`src/design/rwca_pkg.sv`:
```
// ----------------------------------------------------------------------------
// rwca_pkg
// Shared types and constants for the random-walker CA cell update block.
// ----------------------------------------------------------------------------
package rwca_pkg;

    localparam int MAX_GRID = 256;
    localparam int HALO     = 2;
    localparam int ROW_CAP  = MAX_GRID + 2 * HALO;
    localparam int LINES    = 2 * HALO;
    localparam int WIN      = 2 * HALO + 1;
    localparam int CELL_W   = 16;
    localparam int POS_W    = $clog2(ROW_CAP + 1);
    localparam int ADDR_W   = $clog2(ROW_CAP);
    localparam int CNT_W    = 17;
    localparam int TS_W     = 15;
    localparam int GS_W     = 9;
    localparam int DIR_W    = 3;

    localparam logic [0:0] REG_TIME_STEP = 1'b0;
    localparam logic [0:0] REG_GRID_SIZE = 1'b1;

    typedef logic [CELL_W-1:0]                cell_t;
    typedef logic [LINES-1:0][CELL_W-1:0]     line_col_t;
    typedef logic [WIN-1:0][WIN-1:0][CELL_W-1:0] win_t;

    typedef struct packed {
        logic              rd_en;
        logic [ADDR_W-1:0] rd_addr;
        logic              wr_en;
        logic [ADDR_W-1:0] wr_addr;
        line_col_t         wr_data;
    } lb_ctrl_t;

endpackage

```
`src/design/rwca_rule.sv`:
```
// ----------------------------------------------------------------------------
// rwca_rule
// Next value of the window center: moves, collisions, arrivals, infection.
// ----------------------------------------------------------------------------
module rwca_rule (
    input  rwca_pkg::win_t                  win,
    input  logic [rwca_pkg::DIR_W-1:0]      rnd,
    input  logic [rwca_pkg::TS_W-1:0]       stamp_step,
    output logic signed [rwca_pkg::CELL_W-1:0] value
);
    import rwca_pkg::*;

    logic signed [CELL_W-1:0] x, n, s, e, w, ne, se, sw, nw, nn, ss, ee, ww;
    logic signed [CELL_W-1:0] rnd_c, stamp;
    logic                     sick;
    logic [2:0]               arrivals;

    assign x  = $signed(win[2][2]);
    assign n  = $signed(win[1][2]);
    assign s  = $signed(win[3][2]);
    assign e  = $signed(win[2][3]);
    assign w  = $signed(win[2][1]);
    assign ne = $signed(win[1][3]);
    assign se = $signed(win[3][3]);
    assign sw = $signed(win[3][1]);
    assign nw = $signed(win[1][1]);
    assign nn = $signed(win[0][2]);
    assign ss = $signed(win[4][2]);
    assign ee = $signed(win[2][4]);
    assign ww = $signed(win[2][0]);

    assign rnd_c = $signed({{(CELL_W-DIR_W){1'b0}}, rnd});
    assign stamp = -$signed({1'b0, stamp_step});
    assign sick  = n[CELL_W-1] | e[CELL_W-1] | s[CELL_W-1] | w[CELL_W-1]
                 | ne[CELL_W-1] | se[CELL_W-1] | sw[CELL_W-1] | nw[CELL_W-1];
    assign arrivals = 3'({2'b0, n == 16'sd3} + {2'b0, e == 16'sd4}
                       + {2'b0, s == 16'sd1} + {2'b0, w == 16'sd2});

    always_comb
    begin
        if (x == 16'sd0)
            value = (arrivals == 3'd1) ? rnd_c : '0;
        else if (x == 16'sd1 && n == 16'sd0)
            value = (ne == 16'sd4 || nw == 16'sd2 || nn == 16'sd3) ? rnd_c : '0;
        else if (x == 16'sd2 && e == 16'sd0)
            value = (ne == 16'sd3 || se == 16'sd1 || ee == 16'sd4) ? rnd_c : '0;
        else if (x == 16'sd3 && s == 16'sd0)
            value = (se == 16'sd4 || sw == 16'sd2 || ss == 16'sd1) ? rnd_c : '0;
        else if (x == 16'sd4 && w == 16'sd0)
            value = (sw == 16'sd1 || nw == 16'sd3 || ww == 16'sd2) ? rnd_c : '0;
        else if (x > 16'sd0 && sick)
            value = stamp;
        else if (x >= 16'sd1 && x <= 16'sd4)
            value = rnd_c;
        else
            value = x;
    end

endmodule
```
`config.mk`:
```
export PLATFORM = sky130hd
export DESIGN_NAME = rwca_rule
export DESIGN_NICKNAME = d
export VERILOG_FILES = /design/src/design/rwca_pkg.sv /design/src/design/rwca_rule.sv
export SDC_FILE = /design/constraint.sdc
export NUM_CORES = 1
export LEC_CHECK = 0
export BUFFER_PORTS_ARGS = -buffer_cell sky130_fd_sc_hd__buf_2
export CAP_MARGIN = 20
export CORE_AREA = 3 3 168 170
export DETAILED_ROUTE_END_ITERATION = 12
export DIE_AREA = 0 0 171 173
export PLACE_DENSITY = 0.36
export SLEW_MARGIN = 30
export SYNTH_ARGS = -nofsm -noshare
export SYNTH_HDL_FRONTEND = slang
export SYNTH_SLANG_ARGS = --single-unit
```
`constraint.sdc`:
```
create_clock -name vclk -period 3
set_input_delay 0.45 -clock vclk [all_inputs]
set_output_delay 0.45 -clock vclk [all_outputs]
set_load 0.01 [all_outputs]
```
==> results.txt, run 1 <==
The flow ran to the end, but the final reports show violations. The final reports fail on negative setup slack. The count of nets left with antenna violations once routing finished came out at 0. In the post-synthesis netlist, the biggest area contributors are sky130_fd_sc_hd__nor4_1, sky130_fd_sc_hd__nor2_1, sky130_fd_sc_hd__nand4_1, sky130_fd_sc_hd__xnor2_1, sky130_fd_sc_hd__nor4b_1.

The die area is 0.0296 mm^2. Summing all placed instances gives a cell area of 0.00320 mm^2. The minimum setup slack in the final design came out at -0.473 ns. The number of hold-repair buffers added at the cts stage came out at 0. The number of antenna cells inserted is 0. The met3 track demand over resource is 0.800%. The number of global-route vias before repair came to 2656. The transition time of the tightest slew-check pin came out at 0.510 ns. Timing would allow up to 288 MHz. The aggregate global routing overflow came out at 0. The share of the clock period used by the worst path is 116%.

For this design the static power due to leakage is 1.58 nW. Counting instances in the post-synthesis netlist gives the leading cell types as sky130_fd_sc_hd__nor4_1, sky130_fd_sc_hd__nor2_1, sky130_fd_sc_hd__inv_1, sky130_fd_sc_hd__nand4_1, sky130_fd_sc_hd__nor3_1. The total power draw came out at 0.313 mW. The largest individual stage delay along the critical path comes from the cell sky130_fd_sc_hd__fa_1. The number of filler instances in the final layout is 3158. Port buffering added 242 buffers. Subtracting the final worst setup slack from the clock period gives 3.47 ns. The initial core utilization is 4.90%. The number of vias per cell came out at 3.25. Counting every net in the synthesized netlist gives 636.

The netlist uses 43 different library cells. The nature of the critical path startpoint is an input port. For this run, design rule violations remaining after detail routing come to 0.

For this run, the post-layout net count is 904. The critical path required time came out at 2.55 ns. The layout overhead on the synthesized area is 162%. The cell area that synthesis handed to floorplanning was 0.00132 mm^2.

The first global-routing pass estimated 14500 um of wire. The final count of negative-setup-slack endpoints came out at 3. The layer carrying the most global-route usage is met2.

Of all nets on the critical path, the largest fanout is 3. The number of DRC markers after the initial detailed-route iteration came out at 55. There are 0 flip-flops and latches. The number of instances in the placed design came out at 815. Yosys printed 0 warnings. STA classifies the critical path endpoint as a primary output.

The share of the core filled with cells is 12.8%. The met1 global-route usage came out at 7.68%. Routability-driven placement finished with a final weighted congestion of 0.691. The cell area power density came out at 90.8 mW/mm^2. Max-cap violations in this run came to 0. The share of layout cells above drive strength 1 came out at 64.2%.

Setup repair after global routing could not meet its margin everywhere. The count of clock-net buffers in the final layout came out at 0. The area of the core came out at 0.0269 mm^2. The half-perimeter wire length of the detailed placement result came out at 9620 um. The kind of path behind the tightest hold check is in -> out.

The critical path contains buffers and inverters numbering 5 combined. The chip width is 171 um. In this design, the largest share of critical-path delay is due to adder cells. The worst pin sits at a relative slew slack of 65.6%. Timing analysis after detailed placement gives a worst setup slack of -0.540 ns. The first-pass iteration count of the detailed router came out at 6. The cell count after synthesis came out at 214. The routed design has 10500 um of wire. The worst vdd rail ir drop is 27.3 uV. The signal on the critical path passes through buf_6, nor4_4, nand4_1, inv_2, nand3_4, fa_1, inv_2, ha_4, ha_4, nor2_2, a32o_2, a221oi_2, buf_4, o22ai_2, buf_2.

Yosys instantiated no cell more often than sky130_fd_sc_hd__nor4_1. The cell area after layout came out at 0.00344 mm^2. The initial antenna violation count came out at 2. The die outline height came out at 173 um. The average detailed-routed wire length per instance is 12.8 um.

The critical path in this run is classified as in -> out. After synthesis, the mean cell area works out to 6.15 um^2. For this run, global-route usage on met2 was measured as 12.1%. The number of pins with negative max-slew slack in the final report was 0. The hold violation count in the final report came out at 0. In the final layout, flip-flops and latches occupy 0 um^2. The sequential cell area fraction in the yosys report came out at 0%. The area share of the leading cell type in the synthesized netlist is 20.0%.

Entering global routing, the biggest net connects 21 pins. The cell type with the largest total area after synthesis is sky130_fd_sc_hd__nor4_1. The number of placed I/O pins is 434. The via count came out at 2671. The total routing usage reported by global routing is 6.22%.

The delay of the slowest cell on the worst path came out at 0.56 ns. The site row count came out at 60. The final cell count without fillers is 821. The arrival time at the worst endpoint came out at 3.02 ns.
==> worst min-delay path: stages <==
cell	delay [ns]
sky130_fd_sc_hd__buf_2	0.10
sky130_fd_sc_hd__nand2_1	0.06
sky130_fd_sc_hd__a21oi_2	0.05
sky130_fd_sc_hd__buf_2	0.13
==> where the power goes <==
part	internal (mW)	leakage, nW	switching, mW
combinational	0.173	1.58	0.140
clock	0	0	0
sequential	0	0	0
==> per-layer routing <==
| layer | part of all wire [%] | routed length (um) |
|---|---|---|
| met1 | 42 | 4430 |
| met4 | 0.019 | 2 |
| met5 | 0.26 | 27 |
| met2 | 51 | 5390 |
| met3 | 6.1 | 644 |
==> final timing paths <==
check             cells past startpoint   endpoint      from
setup / recovery                     15   value[0]  win[117]
hold / removal                        4  value[13]  win[205]
==> kinds of logic after synthesis <==
group,after synthesis,share of synthesized area (%)
mux,6,4.56
simple gates,135,57.9
fa+ha+maj,4,4.37
buf+inv,21,7.22
xor+xnor,11,7.32
compound gates,37,18.6
==> area by class of cell <==
type | instances | area (um^2) | share of cell area [%]
inverters | 15 | 56.3 | 1.64
well taps | 341 | 427 | 12.4
repair buffers | 272 | 1510 | 43.7
multi-input cells | 193 | 1450 | 42.2
==> metrics by stage <==
| step | hold WS (ns) | TNS [ns] |
|---|---|---|
| after global placement | 1.24 | -1.49 |
| after floorplan | 1.01 | -0.258 |
| final | 1.24 | -1.38 |
| after CTS | 1.24 | -1.53 |
| after detailed placement | 1.24 | -1.57 |
| after global routing | 1.25 | -1.82 |
==> timing repair <==
item	CTS	global route
setup endpoints to repair	3	16
setup buffers	2	4
gates resized for setup	6	25
gates cloned	0	1
hold endpoints to repair	0	0
pin swaps	4	13
==> cell usage in the layout, fill, tap and decap left out, drive strengths merged, types with 2 or more instances in the layout <==
cell	count
nand3	3
ha	3
nand4	14
mux2i	6
xnor2	9
nor3	12
a211oi	3
o22ai	2
buf	271
xor2	2
or3	3
nor2	35
inv	15
nand2	10
nor4	43
nand2b	3
nor4b	7
o211ai	2
a21oi	11
o21ai	8
Power figures use the tool's default switching activity.
==> inputs of run 2 (changes only) <==
- BUFFER_PORTS_ARGS: -buffer_cell sky130_fd_sc_hd__buf_2 -> -buffer_cell sky130_fd_sc_hd__buf_4
- CORE_AREA: 3 3 168 170 -> 3 3 169 171
- DIE_AREA: 0 0 171 173 -> 0 0 172 174
- PLACE_DENSITY: 0.36 -> 0.35
- clock period: 3 -> 3.6 ns (I/O delays scaled with it)
==> run 2 against run 1 <==
  * The flow still finishes with violations (negative setup slack)
  * Combinational power up 3%
  * Critical path depth unchanged
  * Global-route usage up 0.37 points
  * Die area up 1.2%
==> results.txt, run 2 (synthesized netlist as in run 1, its figures left out) <==
The total leakage power came out at 1.68 nW (+6.2%). The final RePlAce weighted congestion was 0.726 (+5.1%). The total routing usage reported by global routing came out at 6.58% (+0.37 points). The register cell area after layout came out at 0 um^2 (unchanged). The count of clock-net buffers in the final layout came to 0 (unchanged). The arrival time at the worst endpoint came to 3.20 ns (+0.18 ns).

The number of hold-repair buffers added at the cts stage is 0 (unchanged). By startpoint and endpoint, the worst setup path is classified as in -> out. The number of antenna cells inserted came out at 0 (unchanged). The via count is 2640 (-1.2%). The total power draw is 0.322 mW (+2.9%). The initial antenna violation count is 0 (-2). In the layout the commonest cells are sky130_fd_sc_hd__buf_4, sky130_fd_sc_hd__nor4_1, sky130_fd_sc_hd__nor2_1.

The setup TNS came out at -0.391 ns (+0.990 ns). The maximum achievable frequency is 267 MHz. The chip width came to 172 um (+0.58%).

The largest fanout of any net on the critical path came out at 3 (unchanged). The share of layout cells above drive strength 1 came out at 60.7% (-3.4 points). The worst vdd rail ir drop is 30.3 uV (+11%). The cell area after layout is 0.00378 mm^2 (+9.7%). The number of nets still failing antenna checks after routing is 0 (unchanged). The hold violation count in the final report came out at 0 (unchanged). STA classifies the critical path endpoint as a primary output. Setup repair after global routing could not meet its margin everywhere. The global-route wire length before repair is 15400 um (+6.2%). The net count of the finished layout was 890 (-1.5%). The final cell count without fillers is 807 (-1.7%). The final count of negative-setup-slack endpoints came out at 3 (unchanged).

The commonest non-fill, non-tap cell in the layout is sky130_fd_sc_hd__buf_4. The number of DRC markers after the initial detailed-route iteration is 44 (-20%). The first-pass iteration count of the detailed router is 4 (-2). The transition time of the tightest slew-check pin is 0.605 ns (+0.0948 ns). The average detailed-routed wire length per instance is 13.6 um (+6.0%). The part of the total power dissipated in combinational logic is 100.0% (about the same). The cell area power density is 85.1 mW/mm^2 (-6.3%). The number of buffers added on ports came out at 242 (unchanged). The shortest clock period the worst path allows after layout came out at 3.74 ns. The site row count is 60 (unchanged). The share of power burned in the clock network was 0% (unchanged). The number of filler instances in the final layout is 3164 (+0.19%). The critical path required time came out at 3.06 ns (+0.51 ns). The path class of the tightest hold or removal check is in -> out. The worst-case headroom to the max-slew limit is 59.2% (-6.5 points). The relative contribution of sequential cells to total power is 0% (unchanged).

The remaining routing DRC violations is 0 (unchanged). The final reports fail on negative setup slack. The switching power share of the total came out at 34.4% (-10 points). The number of global-route vias before repair came out at 2779 (+4.6%). The total routed wirelength came out at 10900 um (+4.2%). The number of vias per cell came out at 3.27 (+0.55%). The share of the core filled with cells is 14.0% (+1.2 points). The flow ran to the end, but the final reports show violations. The count of flip-flops and latches came out at 0 (unchanged).

The half-perimeter wire length of the detailed placement result came out at 10100 um (+5.4%). The number of pins with negative max-slew slack in the final report is 0 (unchanged). Compared with the post-synthesis result, the final layout area differs by 187%. The nature of the critical path startpoint is an input port.

The pre-CTS worst setup slack came out at -0.430 ns (+0.111 ns). The die outline height came out at 174 um (+0.58%). The design internal power is 0.211 mW (+22%).

The number of instances in the placed design came out at 804 (-1.3%). Of the available clock period, the critical path in the final layout requires 104%. The switching component of the power came out at 0.111 mW (-21%). The maximum number of pins on one net before global-route repair was 20 (-4.8%).

The minimum setup slack in the final design came to -0.144 ns (+0.329 ns). The number of placed I/O pins is 434 (unchanged). The max-capacitance violation count is 0 (unchanged).

The die area is 0.0299 mm^2 (+1.2%). The initial core utilization is 4.87% (-0.027 points). The hold slack is 1.42 ns (+0.181 ns). The aggregate global routing overflow came out at 0 (unchanged). The placed standard-cell area was 0.00363 mm^2 (+13%). The area of the core came out at 0.0270 mm^2 (+0.56%). The area occupied by multi-input gates came to 0.00134 mm^2 (-7.6%).
==> run 2: cell types whose count changed in the layout (fill, tap and decap cells not counted), moves of 2 or more <==
| cell | before | now |
|---|---|---|
| sky130_fd_sc_hd__nor4_4 | 6 | 4 |
| sky130_fd_sc_hd__buf_4 | 29 | 254 |
| sky130_fd_sc_hd__buf_2 | 235 | 0 |
| sky130_fd_sc_hd__nor4_1 | 29 | 35 |
| sky130_fd_sc_hd__buf_6 | 6 | 4 |
| sky130_fd_sc_hd__nor4_2 | 8 | 4 |
==> run 2: metal layers <==
metal	part of all wire (%)	track usage, %
met4	0.71	0.366
met2	53	13.0
met5	0	0
met1	40	7.88
met3	6.6	0.682
==> run 2: final cells by class <==
type / instances / share of cell area (%)
multi-input combinational: 193 / 35.6
timing repair buffer: 258 / 51.7
tap: 341 / 11.3
inverter: 15 / 1.49
==> run 2: timing repair <==
| item | 4_1_cts | 5_1_grt |
|---|---|---|
| endpoints found under the setup margin | 3 | 3 |
| cloned | 0 | 0 |
| gates resized for setup | 20 | 4 |
| buffers inserted | 3 | 0 |
| pin swaps | 14 | 2 |
==> run 2: path summary, 6_finish.rpt <==
path | start | end | depth (start not counted)
min | win[195] | value[3] | 4
max | win[223] | value[1] | 15
==> run 2: worst max-delay path: stages <==
cell and delay [ns]:
sky130_fd_sc_hd__buf_4 0.12, sky130_fd_sc_hd__nor4_2 0.28, sky130_fd_sc_hd__nand4_1 0.24, sky130_fd_sc_hd__inv_1 0.10, sky130_fd_sc_hd__nand2_1 0.07, sky130_fd_sc_hd__fa_1 0.51, sky130_fd_sc_hd__inv_1 0.04, sky130_fd_sc_hd__ha_2 0.19
sky130_fd_sc_hd__ha_4 0.26, sky130_fd_sc_hd__nor2_2 0.03, sky130_fd_sc_hd__a32o_1 0.21, sky130_fd_sc_hd__a221oi_2 0.20, sky130_fd_sc_hd__buf_4 0.18, sky130_fd_sc_hd__o22ai_2 0.09, sky130_fd_sc_hd__buf_4 0.15
==> run 2: power by group through the flow <==
stage | Sequential, mW | Clock, mW | Combinational (mW)
after floorplan | 0 | 0 | 0.0693
after global placement | 0 | 0 | 0.314
after detailed placement | 0 | 0 | 0.316
after CTS | 0 | 0 | 0.325
after global routing | 0 | 0 | 0.353
final | 0 | 0 | 0.322
